$ cat src/rtl/core/mdq_pkg.sv
// Shared types and constants for the mouse delta to quadrature core.
// No dependencies; imported by mdq_axis and mouse_delta_to_quadrature_core.
`default_nettype none

package mdq_pkg;

  // Item kinds on the input channel
  typedef enum logic {
    OP_REPORT = 1'b0,
    OP_TICK   = 1'b1
  } op_t;

  localparam int unsigned DELTA_W  = 8;
  localparam int unsigned STEPS_W  = 8;
  localparam int unsigned PHASE_W  = 2;
  localparam int unsigned BUTTON_W = 3;

  localparam logic [PHASE_W-1:0]  PHASE_RST    = 2'd3;
  localparam logic [BUTTON_W-1:0] BTN_RELEASED = 3'b111;

  // Quadrature phase tables indexed by phase 0..3
  localparam logic [3:0] PHASE_A_TAB = 4'b1100;
  localparam logic [3:0] PHASE_B_TAB = 4'b0110;

  // Per-axis values after an item, seen by the top level
  typedef struct packed {
    logic pin_a;
    logic pin_b;
    logic busy;
  } axis_stat_t;

endpackage

`default_nettype wire

$ cat src/rtl/core/mouse_delta_to_quadrature_core.sv
// Top level of the mouse delta to quadrature core: input register, two axes,
// button lines and result register. Depends on mdq_pkg and mdq_axis.
`default_nettype none

// Takes mouse reports and step ticks and returns one result beat per item
// with the four quadrature pin levels, the active-low button lines and a
// busy flag that is high while either axis still has steps to emit. A new
// item is taken every cycle as long as the result side keeps taking beats;
// each item is held in the input register and is then written to the result
// register, and throughput is one item per cycle under that same condition.
// A report replaces any pending steps; a tick moves each busy axis one phase
// along the 00-01-11-10 pattern.

module mouse_delta_to_quadrature_core
  import mdq_pkg::*;
(
  input  wire logic                       clk,
  input  wire logic                       rst_n,
  // input channel
  input  wire logic                       in_valid,
  output logic                            in_ready,
  input  wire logic                       in_op,
  input  wire logic [BUTTON_W-1:0]        in_button_bits,
  input  wire logic signed [DELTA_W-1:0]  in_delta_x,
  input  wire logic signed [DELTA_W-1:0]  in_delta_y,
  // result channel
  output logic                            out_valid,
  input  wire logic                       out_ready,
  output logic                            out_h_pulse,
  output logic                            out_hq_pulse,
  output logic                            out_v_pulse,
  output logic                            out_vq_pulse,
  output logic [BUTTON_W-1:0]             out_button_lines,
  output logic                            out_busy_res
);

  // input register
  logic                       stage_v_r;
  op_t                        stage_op_r;
  logic [BUTTON_W-1:0]        stage_btn_r;
  logic signed [DELTA_W-1:0]  stage_dx_r;
  logic signed [DELTA_W-1:0]  stage_dy_r;

  // button state
  logic [BUTTON_W-1:0]        btn_r, btn_nxt;

  // result register
  logic                       out_v_r;
  logic                       h_r, hq_r, v_r, vq_r, busy_r;
  logic [BUTTON_W-1:0]        btn_out_r;

  logic                       adv;
  logic                       in_fire;
  axis_stat_t                 x_nxt, x_cur, y_nxt, y_cur;

  // Apply the staged item when the result register is free or draining
  assign adv      = stage_v_r && (!out_v_r || out_ready);
  assign in_ready = !stage_v_r || adv;
  assign in_fire  = in_valid && in_ready;

  always_ff @(posedge clk) begin
    if (!rst_n) begin
      stage_v_r <= 1'b0;
    end else if (in_ready) begin
      stage_v_r <= in_valid;
    end
  end

  always_ff @(posedge clk) begin
    if (in_fire) begin
      stage_op_r  <= op_t'(in_op);
      stage_btn_r <= in_button_bits;
      stage_dx_r  <= in_delta_x;
      stage_dy_r  <= in_delta_y;
    end
  end

  // Horizontal: positive direction steps phase down
  mdq_axis u_axis_x (
    .clk      (clk),
    .rst_n    (rst_n),
    .adv      (adv),
    .op       (stage_op_r),
    .delta    (stage_dx_r),
    .pos_up   (1'b0),
    .stat_nxt (x_nxt),
    .stat_cur (x_cur)
  );

  // Vertical: positive direction steps phase up
  mdq_axis u_axis_y (
    .clk      (clk),
    .rst_n    (rst_n),
    .adv      (adv),
    .op       (stage_op_r),
    .delta    (stage_dy_r),
    .pos_up   (1'b1),
    .stat_nxt (y_nxt),
    .stat_cur (y_cur)
  );

  // Buttons follow each report, active low
  always_comb begin
    btn_nxt = btn_r;
    if (adv && stage_op_r == OP_REPORT) begin
      btn_nxt = ~stage_btn_r;
    end
  end

  always_ff @(posedge clk) begin
    if (!rst_n) begin
      btn_r <= BTN_RELEASED;
    end else begin
      btn_r <= btn_nxt;
    end
  end

  // Result register
  always_ff @(posedge clk) begin
    if (!rst_n) begin
      out_v_r <= 1'b0;
    end else if (adv) begin
      out_v_r <= 1'b1;
    end else if (out_ready) begin
      out_v_r <= 1'b0;
    end
  end

  always_ff @(posedge clk) begin
    if (adv) begin
      h_r       <= x_nxt.pin_a;
      hq_r      <= x_nxt.pin_b;
      v_r       <= y_nxt.pin_a;
      vq_r      <= y_nxt.pin_b;
      btn_out_r <= btn_nxt;
      busy_r    <= x_nxt.busy || y_nxt.busy;
    end
  end

  assign out_valid        = out_v_r;
  assign out_h_pulse      = h_r;
  assign out_hq_pulse     = hq_r;
  assign out_v_pulse      = v_r;
  assign out_vq_pulse     = vq_r;
  assign out_button_lines = btn_out_r;
  assign out_busy_res     = busy_r;

  // A report never moves the pins
  a_report_keeps_pins: assert property (@(posedge clk) disable iff (!rst_n)
    (adv && stage_op_r == OP_REPORT)
      |=> (out_h_pulse == $past(x_cur.pin_a)) && (out_hq_pulse == $past(x_cur.pin_b))
       && (out_v_pulse == $past(y_cur.pin_a)) && (out_vq_pulse == $past(y_cur.pin_b)))
    else $error("report changed quadrature pins");

  // A report with zero deltas leaves both axes idle
  a_zero_report_idle: assert property (@(posedge clk) disable iff (!rst_n)
    (adv && stage_op_r == OP_REPORT && stage_dx_r == '0 && stage_dy_r == '0)
      |=> (out_valid && !out_busy_res))
    else $error("zero report left an axis busy");

  // Busy in the result matches the axis counters right after an item
  a_busy_tracks_axes: assert property (@(posedge clk) disable iff (!rst_n)
    adv |=> (out_busy_res == (x_cur.busy || y_cur.busy)))
    else $error("busy flag out of step with axis counters");

  // Stalling the input only happens with a held item and a blocked result
  a_stall_cause: assert property (@(posedge clk) disable iff (!rst_n)
    !in_ready |-> (stage_v_r && out_v_r && !out_ready))
    else $error("input stalled without cause");

endmodule

`default_nettype wire

$ cat src/rtl/core/mdq_axis.sv
// One quadrature axis: step count, direction, phase and pin levels.
// Depends on mdq_pkg.
`default_nettype none

module mdq_axis
  import mdq_pkg::*;
(
  input  wire logic                      clk,
  input  wire logic                      rst_n,
  input  wire logic                      adv,         // item applied this cycle
  input  wire op_t                       op,
  input  wire logic signed [DELTA_W-1:0] delta,
  input  wire logic                      pos_up,      // positive direction steps phase up
  output axis_stat_t                     stat_nxt,    // values after this item
  output axis_stat_t                     stat_cur     // values held now
);

  logic [PHASE_W-1:0] phase_r, phase_nxt;
  logic [STEPS_W-1:0] steps_r, steps_nxt;
  logic               pos_r, pos_nxt;
  logic               pin_a_r, pin_a_nxt;
  logic               pin_b_r, pin_b_nxt;
  logic [STEPS_W-1:0] mag;
  logic               step_up;

  // Magnitude of the signed delta; -128 maps to 128
  assign mag = delta[DELTA_W-1] ? STEPS_W'(~delta + 1'b1) : STEPS_W'(delta);

  assign step_up = (pos_r == pos_up);

  // Report loads count and direction; tick steps a busy axis
  always_comb begin
    phase_nxt = phase_r;
    steps_nxt = steps_r;
    pos_nxt   = pos_r;
    pin_a_nxt = pin_a_r;
    pin_b_nxt = pin_b_r;
    if (adv) begin
      case (op)
        OP_REPORT: begin
          steps_nxt = mag;
          pos_nxt   = !delta[DELTA_W-1] && (delta != '0);
        end
        OP_TICK: begin
          if (steps_r != '0) begin
            pin_a_nxt = PHASE_A_TAB[phase_r];
            pin_b_nxt = PHASE_B_TAB[phase_r];
            phase_nxt = step_up ? phase_r + 1'b1 : phase_r - 1'b1;
            steps_nxt = steps_r - 1'b1;
          end
        end
        default: ;
      endcase
    end
  end

  always_ff @(posedge clk) begin
    if (!rst_n) begin
      phase_r <= PHASE_RST;
      steps_r <= '0;
      pos_r   <= 1'b0;
      pin_a_r <= 1'b0;
      pin_b_r <= 1'b0;
    end else begin
      phase_r <= phase_nxt;
      steps_r <= steps_nxt;
      pos_r   <= pos_nxt;
      pin_a_r <= pin_a_nxt;
      pin_b_r <= pin_b_nxt;
    end
  end

  assign stat_nxt = '{pin_a: pin_a_nxt, pin_b: pin_b_nxt, busy: (steps_nxt != '0)};
  assign stat_cur = '{pin_a: pin_a_r, pin_b: pin_b_r, busy: (steps_r != '0)};

endmodule

`default_nettype wire
$ cat config.mk
export PLATFORM = sky130hd
export DESIGN_NAME = mouse_delta_to_quadrature_core
export DESIGN_NICKNAME = d
export VERILOG_FILES = /design/src/rtl/core/mdq_pkg.sv /design/src/rtl/core/mouse_delta_to_quadrature_core.sv /design/src/rtl/core/mdq_axis.sv
export SDC_FILE = /design/constraint.sdc
export NUM_CORES = 1
export LEC_CHECK = 0
export BUFFER_PORTS_ARGS = -buffer_cell sky130_fd_sc_hd__clkbuf_2
export CAP_MARGIN = 20
export CORE_MARGIN = 2
export CORE_UTILIZATION = 29
export CTS_CLUSTER_SIZE = 24
export DETAILED_ROUTE_END_ITERATION = 8
export HOLD_SLACK_MARGIN = 0.15
export SETUP_SLACK_MARGIN = 0.05
export SYNTH_ARGS = -nofsm -noshare
export SYNTH_HDL_FRONTEND = slang
export SYNTH_SLANG_ARGS = --single-unit
$ cat constraint.sdc
create_clock -name clk -period 3.15 [get_ports clk]
set_input_delay 0.63 -clock clk [delete_from_list [all_inputs] [get_ports clk]]
set_output_delay 0.63 -clock clk [all_outputs]
set_load 0.01 [all_outputs]
==> flow_summary.json, run 1 <==
{
  "synth_top_cell_by_area": "edfxtp_1",
  "antenna_left": 0,
  "n_fill_cell": 999,
  "synth_top_family_by_area": "simple AND/OR/NAND/NOR gates",
  "fin_skew_ns": 0.00954,
  "yosys_warnings": 0,
  "cp.required_ns": 3.24,
  "synth.distinct_cells": 61,
  "layout_setup_ws_ns": 0.464,
  "synthTopCellsByArea": "edfxtp_1 (29%), dfxtp_1 (22%), and2_1 (3.3%)",
  "grt_max_degree": 21,
  "synth-edff-count": 28,
  "clock_path_buffers": 2,
  "critical_path_arrival_ns": 2.78,
  "cts_buffers": 9,
  "area_delta_synth_final_pct": 18.7,
  "h-tree-depth": 3,
  "die_width_um": 103,
  "crit_path_start_kind": "flop",
  "syn-cell-area_um2": 2850,
  "drv_slew": 0,
  "path_max_fanout": 10,
  "setup-violations-final": 0,
  "worstSetupEndpointType": "flop",
  "hold_class": "in2reg",
  "hold_buffers": 0,
  "drc": 0,
  "final_layout_size_suffix_gt1_frac": 0.226,
  "synth_xor_area_frac": 0.0522,
  "path_buf_inv": 1,
  "power_density_nw_per_um2": 569,
  "slowest_delay_ns": 0.38,
  "synth_seq_cells": 59,
  "ctsResizeCount": 0,
  "cpMaxStageDelayCell": "or3_1",
  "grt_overflow_total": 0,
  "clk_latency_ns": 0.34,
  "root_buffer": "clkbuf_8",
  "slew-limit-headroom": 0.427,
  "syn_inst": 278,
  "period_minus_slack_ns": 2.69,
  "synth_top_area_frac": 0.295,
  "worstPathCellList": "inv_1 -> ha_1 -> nor4b_2 -> a211oi_2 -> nor2b_1 -> a221o_1 -> nor3_1 -> nand4_1 -> or3_1",
  "wl_mm": 5.98,
  "leakagePower_nw": 1.34,
  "cts_tree": "built",
  "syn_area_per_cell_um2": 10.3,
  "cts_setup_buffers": 0,
  "dr.pass1.iters": 4,
  "grt_pass1_wl_mm": 9.66,
  "dieArea_um2": 10600,
  "peakVddDrop_uv": 236,
  "dp_cells": 440,
  "grt_pass1_vias": 1968,
  "drt_iter0_drc": 152,
  "drv_cap": 0,
  "nNetsFinal": 348,
  "cts.sinks": 59,
  "start_util": 0.296,
  "async_flop_share": 0,
  "synth_fp_nets": 308,
  "final_cell_mix": "clkbuf_2 (33), dfxtp_1 (31), edfxtp_1 (28)",
  "status": "finished, final reports clean",
  "grtUsageTotal": 0.121,
  "final_cells": 456,
  "synthMuxAreaShare": 0.0184,
  "worstMarginPinSlew_ns": 0.859,
  "wl_per_cell_um": 13.1,
  "critical_path_class": "reg2reg",
  "clk_pin_slew_ns": 0.07,
  "final_common_cell": "clkbuf_2",
  "hold_viol": 0,
  "ios": 34,
  "port_buffers": 33,
  "rows": 36,
  "fin_crit_sh": 0.853,
  "setup_tns_ns": 0,
  "synth_ff_type": "dfxtp_1",
  "die_y_um": 103,
  "fin_hold_ws_ns": 0.461,
  "synthAdderAreaFrac": 0.0263,
  "synthSimpleGateAreaFrac": 0.218,
  "post-dp-hpwl_mm": 4.35,
  "gp_congestion": 0.891,
  "synth_compound_area_frac": 0.136,
  "rsz0062_at_grt": "false",
  "num_antenna_cells": 0,
  "antenna_found_initial": 0,
  "critPathTopFamily": "simple AND/OR/NAND/NOR gates",
  "seq_area_frac_synth": 0.513,
  "pre_cts_ws_ns": 0.214,
  "vias": 2147,
  "core_um2": 9640,
  "fmax_mhz": 372,
  "routed_via_density": 4.71
}
==> kinds of logic (layout without fill, tap and decap cells) <==
logic type               after synthesis  after routing
AND/OR/NAND/NOR                      112            112
AO/OA/AOI/OAI                         56             56
adder cells (fa/ha/maj)                6              6
multiplexers                           5              5
XOR/XNOR                              17             17
buffers and inverters                 23             68
flip-flops                            59             59
==> flip-flops by register name, summed over array words and instances (netlist names), 2 cells and up <==
| register | count |
|---|---|
| u_axis_y.steps_r | 8 |
| stage_dx_r | 8 |
| out_button_lines | 3 |
| u_axis_y.phase_r | 2 |
| u_axis_x.steps_r | 8 |
| btn_r | 3 |
| stage_btn_r | 3 |
| stage_dy_r | 8 |
| u_axis_x.phase_r | 2 |
==> through the flow <==
| step | power [mW] | utilization | cell area (µm²) |
|---|---|---|---|
| floorplan | 1.13 | - | 2850 |
| global placement | 1.21 | 0.329 | 3170 |
| detailed placement | 1.21 | 0.329 | 3170 |
| CTS | 1.95 | 0.351 | 3380 |
| global route | 2.02 | 0.351 | 3380 |
| finish | 1.93 | 0.351 | 3380 |
==> metal layers <==
| layer | routed length, µm | share of wire | GRT usage | vias to the layer above |
|---|---|---|---|---|
| li1 | - | - | - | 1081 |
| met1 | 2800 | 0.47 | 0.160 | 982 |
| met2 | 2630 | 0.44 | 0.175 | 71 |
| met3 | 405 | 0.068 | 0.0346 | 13 |
| met4 | 142 | 0.024 | 0.0739 | 0 |
| met5 | 0 | 0 | 0 | - |
==> final timing paths <==
kind                                                     start  depth (start not counted)                          end  slack, ns
worst max-delay path            u_axis_x.steps_r[1]$_SDFF_PN0_                          9       out_busy_res$_DFFE_PP_       0.46
worst min register to register     u_axis_x.pos_r$_SDFFE_PN0P_                          2  u_axis_x.pos_r$_SDFFE_PN0P_       0.52
worst min-delay path                             in_delta_x[1]                          1      stage_dx_r[1]$_DFFE_PP_       0.46
worst max register to register  u_axis_x.steps_r[1]$_SDFF_PN0_                          9       out_busy_res$_DFFE_PP_       0.46
==> synth_stat cells (all sizes together), types with 3 or more instances <==
cell type	n
nand4	3
nand2b	4
a21oi	7
or4	3
mux2i	3
o21ai	19
a211oi	4
ha	6
and3	3
nand2	23
o31ai	3
inv	14
and2	16
xor2	7
a221oi	4
xnor2	10
or2	3
nand3	4
buf	4
clkbuf	5
nor3	6
nor2	24
nor2b	9
dfxtp	31
edfxtp	28
nor4	5
==> layout make-up <==
| type | instances | area [µm²] | area share |
|---|---|---|---|
| flip-flops and latches | 59 | 1460 | 0.432 |
| multi-input cells | 196 | 1290 | 0.380 |
| repair buffers | 38 | 203 | 0.0599 |
| clock buffers | 12 | 166 | 0.0492 |
| well taps | 133 | 166 | 0.0492 |
| inverters | 14 | 52.6 | 0.0155 |
| clock inverters | 4 | 47.5 | 0.0140 |
==> power breakdown <==
part	switching, mW	total, mW	internal [mW]	leakage (nW)
logic	0.164	0.299	0.135	0.713
registers	0.0425	0.897	0.855	0.521
clock network	0.299	0.731	0.432	0.108
(Power assumes the default switching activity.)
==> run 2, diff against run 1 <==
--- a/config.mk
+++ b/config.mk
@@ -5,12 +5,14 @@
 export SDC_FILE = /design/constraint.sdc
 export NUM_CORES = 1
 export LEC_CHECK = 0
+export ABC_AREA = 1
 export BUFFER_PORTS_ARGS = -buffer_cell sky130_fd_sc_hd__clkbuf_2
 export CAP_MARGIN = 20
 export CORE_MARGIN = 2
 export CORE_UTILIZATION = 29
 export CTS_CLUSTER_SIZE = 24
 export DETAILED_ROUTE_END_ITERATION = 8
+export GPL_ROUTABILITY_DRIVEN = 1
 export HOLD_SLACK_MARGIN = 0.15
 export SETUP_SLACK_MARGIN = 0.05
 export SYNTH_ARGS = -nofsm -noshare
==> run 2 against run 1 <==
Clock power is 19% lower. First-iteration DRC count fell by 6.6%. Design area rose by 3.4%. Critical endpoint is now out_vq_pulse$_DFFE_PP_.
==> flow_summary.json, run 2 <==
{
  "die_y_um": 106,
  "rows": 37,
  "critical_path_arrival_ns": 2.14,
  "worstPathCellList": "clkbuf_2 -> inv_2 -> nand2_2 -> nand2_4 -> inv_2 -> nand2_1 -> nor2_1 -> inv_1 -> o21ai_0 -> inv_1",
  "drv_cap": 0,
  "dieArea_um2": 11300,
  "area_delta_synth_final_pct": 15.1,
  "period_minus_slack_ns": 2.03,
  "cts.sinks": 59,
  "top_layer": "met4",
  "syn-cell-area_um2": 3040,
  "dr.pass1.iters": 4,
  "wl_mm": 6.63,
  "routed_via_density": 4.41,
  "drt_iter0_drc": 142,
  "num_antenna_cells": 0,
  "slowest_delay_ns": 0.32,
  "power_density_nw_per_um2": 526,
  "root_buffer": "clkbuf_8",
  "fin_crit_sh": 0.644,
  "cp.required_ns": 3.26,
  "vias": 2569,
  "ctsResizeCount": 0,
  "gp_congestion": 0.853,
  "ios": 34,
  "port_buffers": 33,
  "synth_top_cell_by_area": "edfxtp_1",
  "critPathTopFamily": "buffers and inverters",
  "grt_max_degree": 25,
  "hold_viol": 0,
  "wl_per_cell_um": 11.4,
  "cts_setup_buffers": 0,
  "grt_pass1_vias": 2464,
  "grt_pass1_wl_mm": 11.2,
  "drc": 0,
  "multi_input_comb_area_um2": 1350,
  "final_cell_mix": "nand2_1 (119), nor2_1 (50), nand3_1 (48)",
  "final_layout_size_suffix_gt1_frac": 0.152,
  "clk_pin_slew_ns": 0.07,
  "met2_length_mm": 2.89,
  "regToRegSetupSlack_ns": 1.17,
  "synth_ff_type": "dfxtp_1",
  "hold_buffers": 0,
  "final_area_um2": 3500,
  "antenna_found_initial": 0,
  "async_flop_share": 0,
  "syn_inst": 405,
  "cpMaxStageDelayCell": "inv_2",
  "drv_slew": 0,
  "clk_latency_ns": 0.35,
  "wl_met1_mm": 3.14,
  "dr_wl_met3_um": 451,
  "grt_overflow_total": 0,
  "crit_path_start_kind": "primary input",
  "synth_seq_cells": 59,
  "hold_class": "in2reg",
  "fin_skew_ns": 0.0116,
  "cts_tree": "built",
  "worstMarginPinSlew_ns": 0.805,
  "peakVddDrop_uv": 160,
  "cts_buffers": 9,
  "antenna_left": 0,
  "fmax_mhz": 493,
  "status": "finished, final reports clean",
  "clock_path_buffers": 2,
  "seq_area_frac_synth": 0.480,
  "start_util": 0.297,
  "yosysMostFrequentCell": "nand2_1",
  "grtUsageTotal": 0.127,
  "final_common_cell": "nand2_1",
  "synth_common_cells": "nand2_1 (119), nor2_1 (50), nand3_1 (48)",
  "rsz0062_at_grt": "false",
  "setup-violations-final": 0,
  "seq_area_um2": 1460,
  "h-tree-depth": 3,
  "nNetsFinal": 472,
  "slew-limit-headroom": 0.463,
  "synth.distinct_cells": 26,
  "leakagePower_nw": 1.68,
  "synthTopCellsByArea": "edfxtp_1 (28%), dfxtp_1 (20%), nand2_1 (15%)",
  "critical_path_class": "in2reg",
  "synth_fp_nets": 435,
  "post-dp-hpwl_mm": 4.99,
  "setup_tns_ns": 0,
  "die_width_um": 106,
  "yosys_warnings": 0,
  "synth_top_area_frac": 0.276,
  "syn_area_per_cell_um2": 7.51,
  "dpl_cell_area_um2": 3340,
  "n_fill_cell": 1064,
  "path_buf_inv": 5,
  "worstSetupEndpointType": "flop",
  "core_um2": 10200,
  "synth-edff-count": 28,
  "path_max_fanout": 20
}
## run 2: cell types whose count changed after synthesis, sizes merged, moves of 5 or more
cell	change
a21oi	+7
and2	-16
inv	+36
nand2	+99
nand3	+44
nor2	+33
nor2b	-9
nor4	-5
or2	+6
xnor2	-9
## run 2: worst paths after layout
check	startpoint	to	cells past startpoint
worst max-delay path	out_ready	out_vq_pulse$_DFFE_PP_	10
worst min-delay path	in_delta_y[7]	stage_dy_r[7]$_DFFE_PP_	1
worst max register to register	out_valid$_SDFFE_PN0P_	out_vq_pulse$_DFFE_PP_	8
worst min register to register	u_axis_x.phase_r[0]$_SDFFE_PN1P_	u_axis_x.phase_r[0]$_SDFFE_PN1P_	1
## run 2: per-layer routing
layer,global-route usage,up-vias
met3,0.0264,12
li1,-,1365
met4,0.0696,0
met2,0.196,64
met5,0,-
met1,0.166,1128
## run 2: final cells by class
| cell class | instances | area share |
|---|---|---|
| clock buffers | 13 | 0.0425 |
| clock inverters | 3 | 0.00429 |
| inverters | 50 | 0.0536 |
| multi-input cells | 289 | 0.386 |
| flip-flops and latches | 59 | 0.418 |
| well taps | 136 | 0.0486 |
| repair buffers | 33 | 0.0472 |
## run 2: through the flow
stage	hold WS [ns]	worst slack, ns	util	total power [mW]	std cells
6_report	0.451	1.12	0.342	1.84	583
5_1_grt	0.447	0.877	0.342	1.96	583
4_1_cts	0.438	1.09	0.342	1.87	583
3_5_place_dp	0.500	0.691	0.326	1.26	567
3_3_place_gp	0.466	0.803	0.326	1.26	567
2_1_floorplan	0.451	1.35	-	1.17	405
## run 2: kinds of logic (layout without fill, tap and decap cells)
family / after synthesis / count (layout) / synth area share
adder cells (fa/ha/maj): 6 / 6 / 0.0247
flip-flops: 59 / 59 / 0.480
AND/OR/NAND/NOR: 240 / 240 / 0.337
buffers and inverters: 57 / 99 / 0.0753
AO/OA/AOI/OAI: 35 / 35 / 0.0592
XOR/XNOR: 8 / 8 / 0.0230
## run 2: power breakdown
group	total (mW)	switching [mW]	internal, mW
combinational	0.352	0.223	0.129
clock	0.594	0.290	0.303
sequential	0.895	0.0389	0.856
total	1.84	0.552	1.29
==> run 3, diff against run 2 <==
==> constraint.sdc (replaced) <==
create_clock -name clk -period 1.8 [get_ports clk]
set_input_delay 0.36 -clock clk [delete_from_list [all_inputs] [get_ports clk]]
set_output_delay 0.36 -clock clk [all_outputs]
set_load 0.01 [all_outputs]
==> run 3 against run 2 <==
Flip-flop and latch count unchanged. Combinational power rose by 110%. Setup slack got worse by 1.1 ns. Clock power rose by 80%. Die area stayed put. Largest power group unchanged. Register-to-register slack worse by 1.1 ns. Sequential share of layout area down 3.7 points.
==> flow_summary.json, run 3 (synthesis results as in run 2) <==
{
  "status": "finished, final reports clean",
  "grt_pass1_vias": 2654,
  "hold_class": "in2reg",
  "critical_path_arrival_ns": 1.85,
  "setup-violations-final": 0,
  "worstMarginPinSlew_ns": 0.405,
  "worstPathCellList": "inv_2 -> ha_2 -> nand2_1 -> nor2_2 -> nand2_2 -> nand3_1 -> nand3_1 -> nor2_2 -> nand2_1 -> nor2_1 -> nand3_1",
  "fmax_mhz": 567,
  "final_cell_mix": "nand2_1 (118), nand3_1 (47), nor2_1 (43)",
  "fin_crit_sh": 0.980,
  "area_delta_synth_final_pct": 26.5,
  "slew-limit-headroom": 0.727,
  "dr.pass1.iters": 4,
  "slowest_delay_ns": 0.33,
  "cts_tree": "built",
  "crit_path_start_kind": "flop",
  "hold_path_startpoint": "in_delta_y[7]",
  "die_width_um": 106,
  "path_max_fanout": 5,
  "timing.critical_path.mode_cell": "nand3_1",
  "cts.sinks": 59,
  "drc": 0,
  "drt_iter0_drc": 109,
  "cp.required_ns": 1.89,
  "cpMaxStageDelayCell": "dfxtp_1",
  "leakagePower_nw": 1.84,
  "h-tree-depth": 3,
  "antenna_found_initial": 0,
  "n_fill_cell": 1068,
  "start_util": 0.297,
  "core_um2": 10200,
  "hold_path_end": "stage_dy_r[7]$_DFFE_PP_",
  "seq_area_um2": 1460,
  "critical_path_class": "reg2reg",
  "timing.rr.end": "out_busy_res$_DFFE_PP_",
  "dpl_cell_area_um2": 3520,
  "clk_latency_ns": 0.34,
  "vias": 2808,
  "num_antenna_cells": 0,
  "fin_hold_ws_ns": 0.189,
  "rsz0062_at_grt": "true",
  "power_mw": 3.38,
  "grt_pass1_wl_mm": 11.9,
  "final_cells": 616,
  "regToRegSetupSlack_ns": 0.04,
  "port_buffers": 33,
  "dieArea_um2": 11300,
  "clk_pin_slew_ns": 0.07,
  "setup_tns_ns": 0,
  "nNetsFinal": 505,
  "fin_skew_ns": 0.0122,
  "multi_input_comb_area_um2": 1420,
  "gp_congestion": 0.919,
  "drv_cap": 0,
  "grt_overflow_total": 0,
  "routed_via_density": 4.56,
  "reg2reg_from": "u_axis_x.steps_r[0]$_SDFF_PN0_",
  "wl_mm": 7.27,
  "post-dp-hpwl_mm": 5.48,
  "final_area_um2": 3850,
  "min_path_cells": 1,
  "drv_slew": 0,
  "die_y_um": 106,
  "peakVddDrop_uv": 466,
  "root_buffer": "clkbuf_8",
  "period_minus_slack_ns": 1.76,
  "clock_path_buffers": 2,
  "final_common_cell": "nand2_1",
  "r2r_cells": 11,
  "rows": 37,
  "wl_per_cell_um": 11.8,
  "dp_cells": 590,
  "grt_max_degree": 21,
  "grtUsageTotal": 0.136,
  "power_density_nw_per_um2": 879,
  "ios": 34,
  "hold_viol": 0,
  "final_layout_size_suffix_gt1_frac": 0.263,
  "worstSetupEndpointType": "flop",
  "cts_buffers": 9,
  "antenna_left": 0
}
[run 3: how the worst max path moves through the flow]
stage                                         from                endpoint  slack (ns)  cells after the start
CTS                        stage_dy_r[1]$_DFFE_PP_  out_busy_res$_DFFE_PP_        0.06                     15
finish              u_axis_x.steps_r[0]$_SDFF_PN0_  out_busy_res$_DFFE_PP_        0.04                     11
floorplan                  stage_dy_r[0]$_DFFE_PP_  out_busy_res$_DFFE_PP_        0.21                     10
detailed placement  u_axis_x.steps_r[0]$_SDFF_PN0_  out_busy_res$_DFFE_PP_       -0.05                     11
global route               stage_dy_r[1]$_DFFE_PP_  out_busy_res$_DFFE_PP_       -0.04                     13
global placement                         out_ready  out_busy_res$_DFFE_PP_       -0.04                     12
[run 3: repair_timing]
item                                    in CTS  in global routing
resized for setup                           14                 18
hold buffers                                 0                  0
setup buffers                                6                  4
endpoints found under the setup margin       2                  5
pin swaps                                    4                 17
hold endpoints to repair                     0                  0
[run 3: metal layers]
metal / GRT usage / share of wire
met1: 0.172 / 0.48
met2: 0.222 / 0.47
met3: 0.0288 / 0.038
met4: 0.0603 / 0.015
met5: 0 / 0
[run 3: area by class of cell]
class                   instances  share of cell area
multi-input cells             289               0.370
flip-flops and latches         59               0.380
repair buffers                 66               0.112
clock inverters                 2             0.00293
clock buffers                  14              0.0423
well taps                     136              0.0442
inverters                      50              0.0488
[run 3: where the power goes]
| group | switching [mW] | internal, mW | leakage (nW) |
|---|---|---|---|
| Sequential | 0.0675 | 1.50 | 0.522 |
| Clock | 0.502 | 0.572 | 0.0843 |
| Combinational | 0.435 | 0.306 | 1.24 |
[run 3: worst max-delay path: cells and delay by family, from the launching register on]
family,cells,cell delay (ns)
buf+inv,1,0.09
simple gates,9,0.91
fa+ha+maj,1,0.19
flops,1,0.33
[run 3: stage by stage]
step,setup WS (ns),util
after CTS,0.0567,0.368
after global routing,-0.0429,0.376
after floorplan,0.212,-
final,0.0362,0.376
after global placement,-0.0424,0.344
after detailed placement,-0.0485,0.344
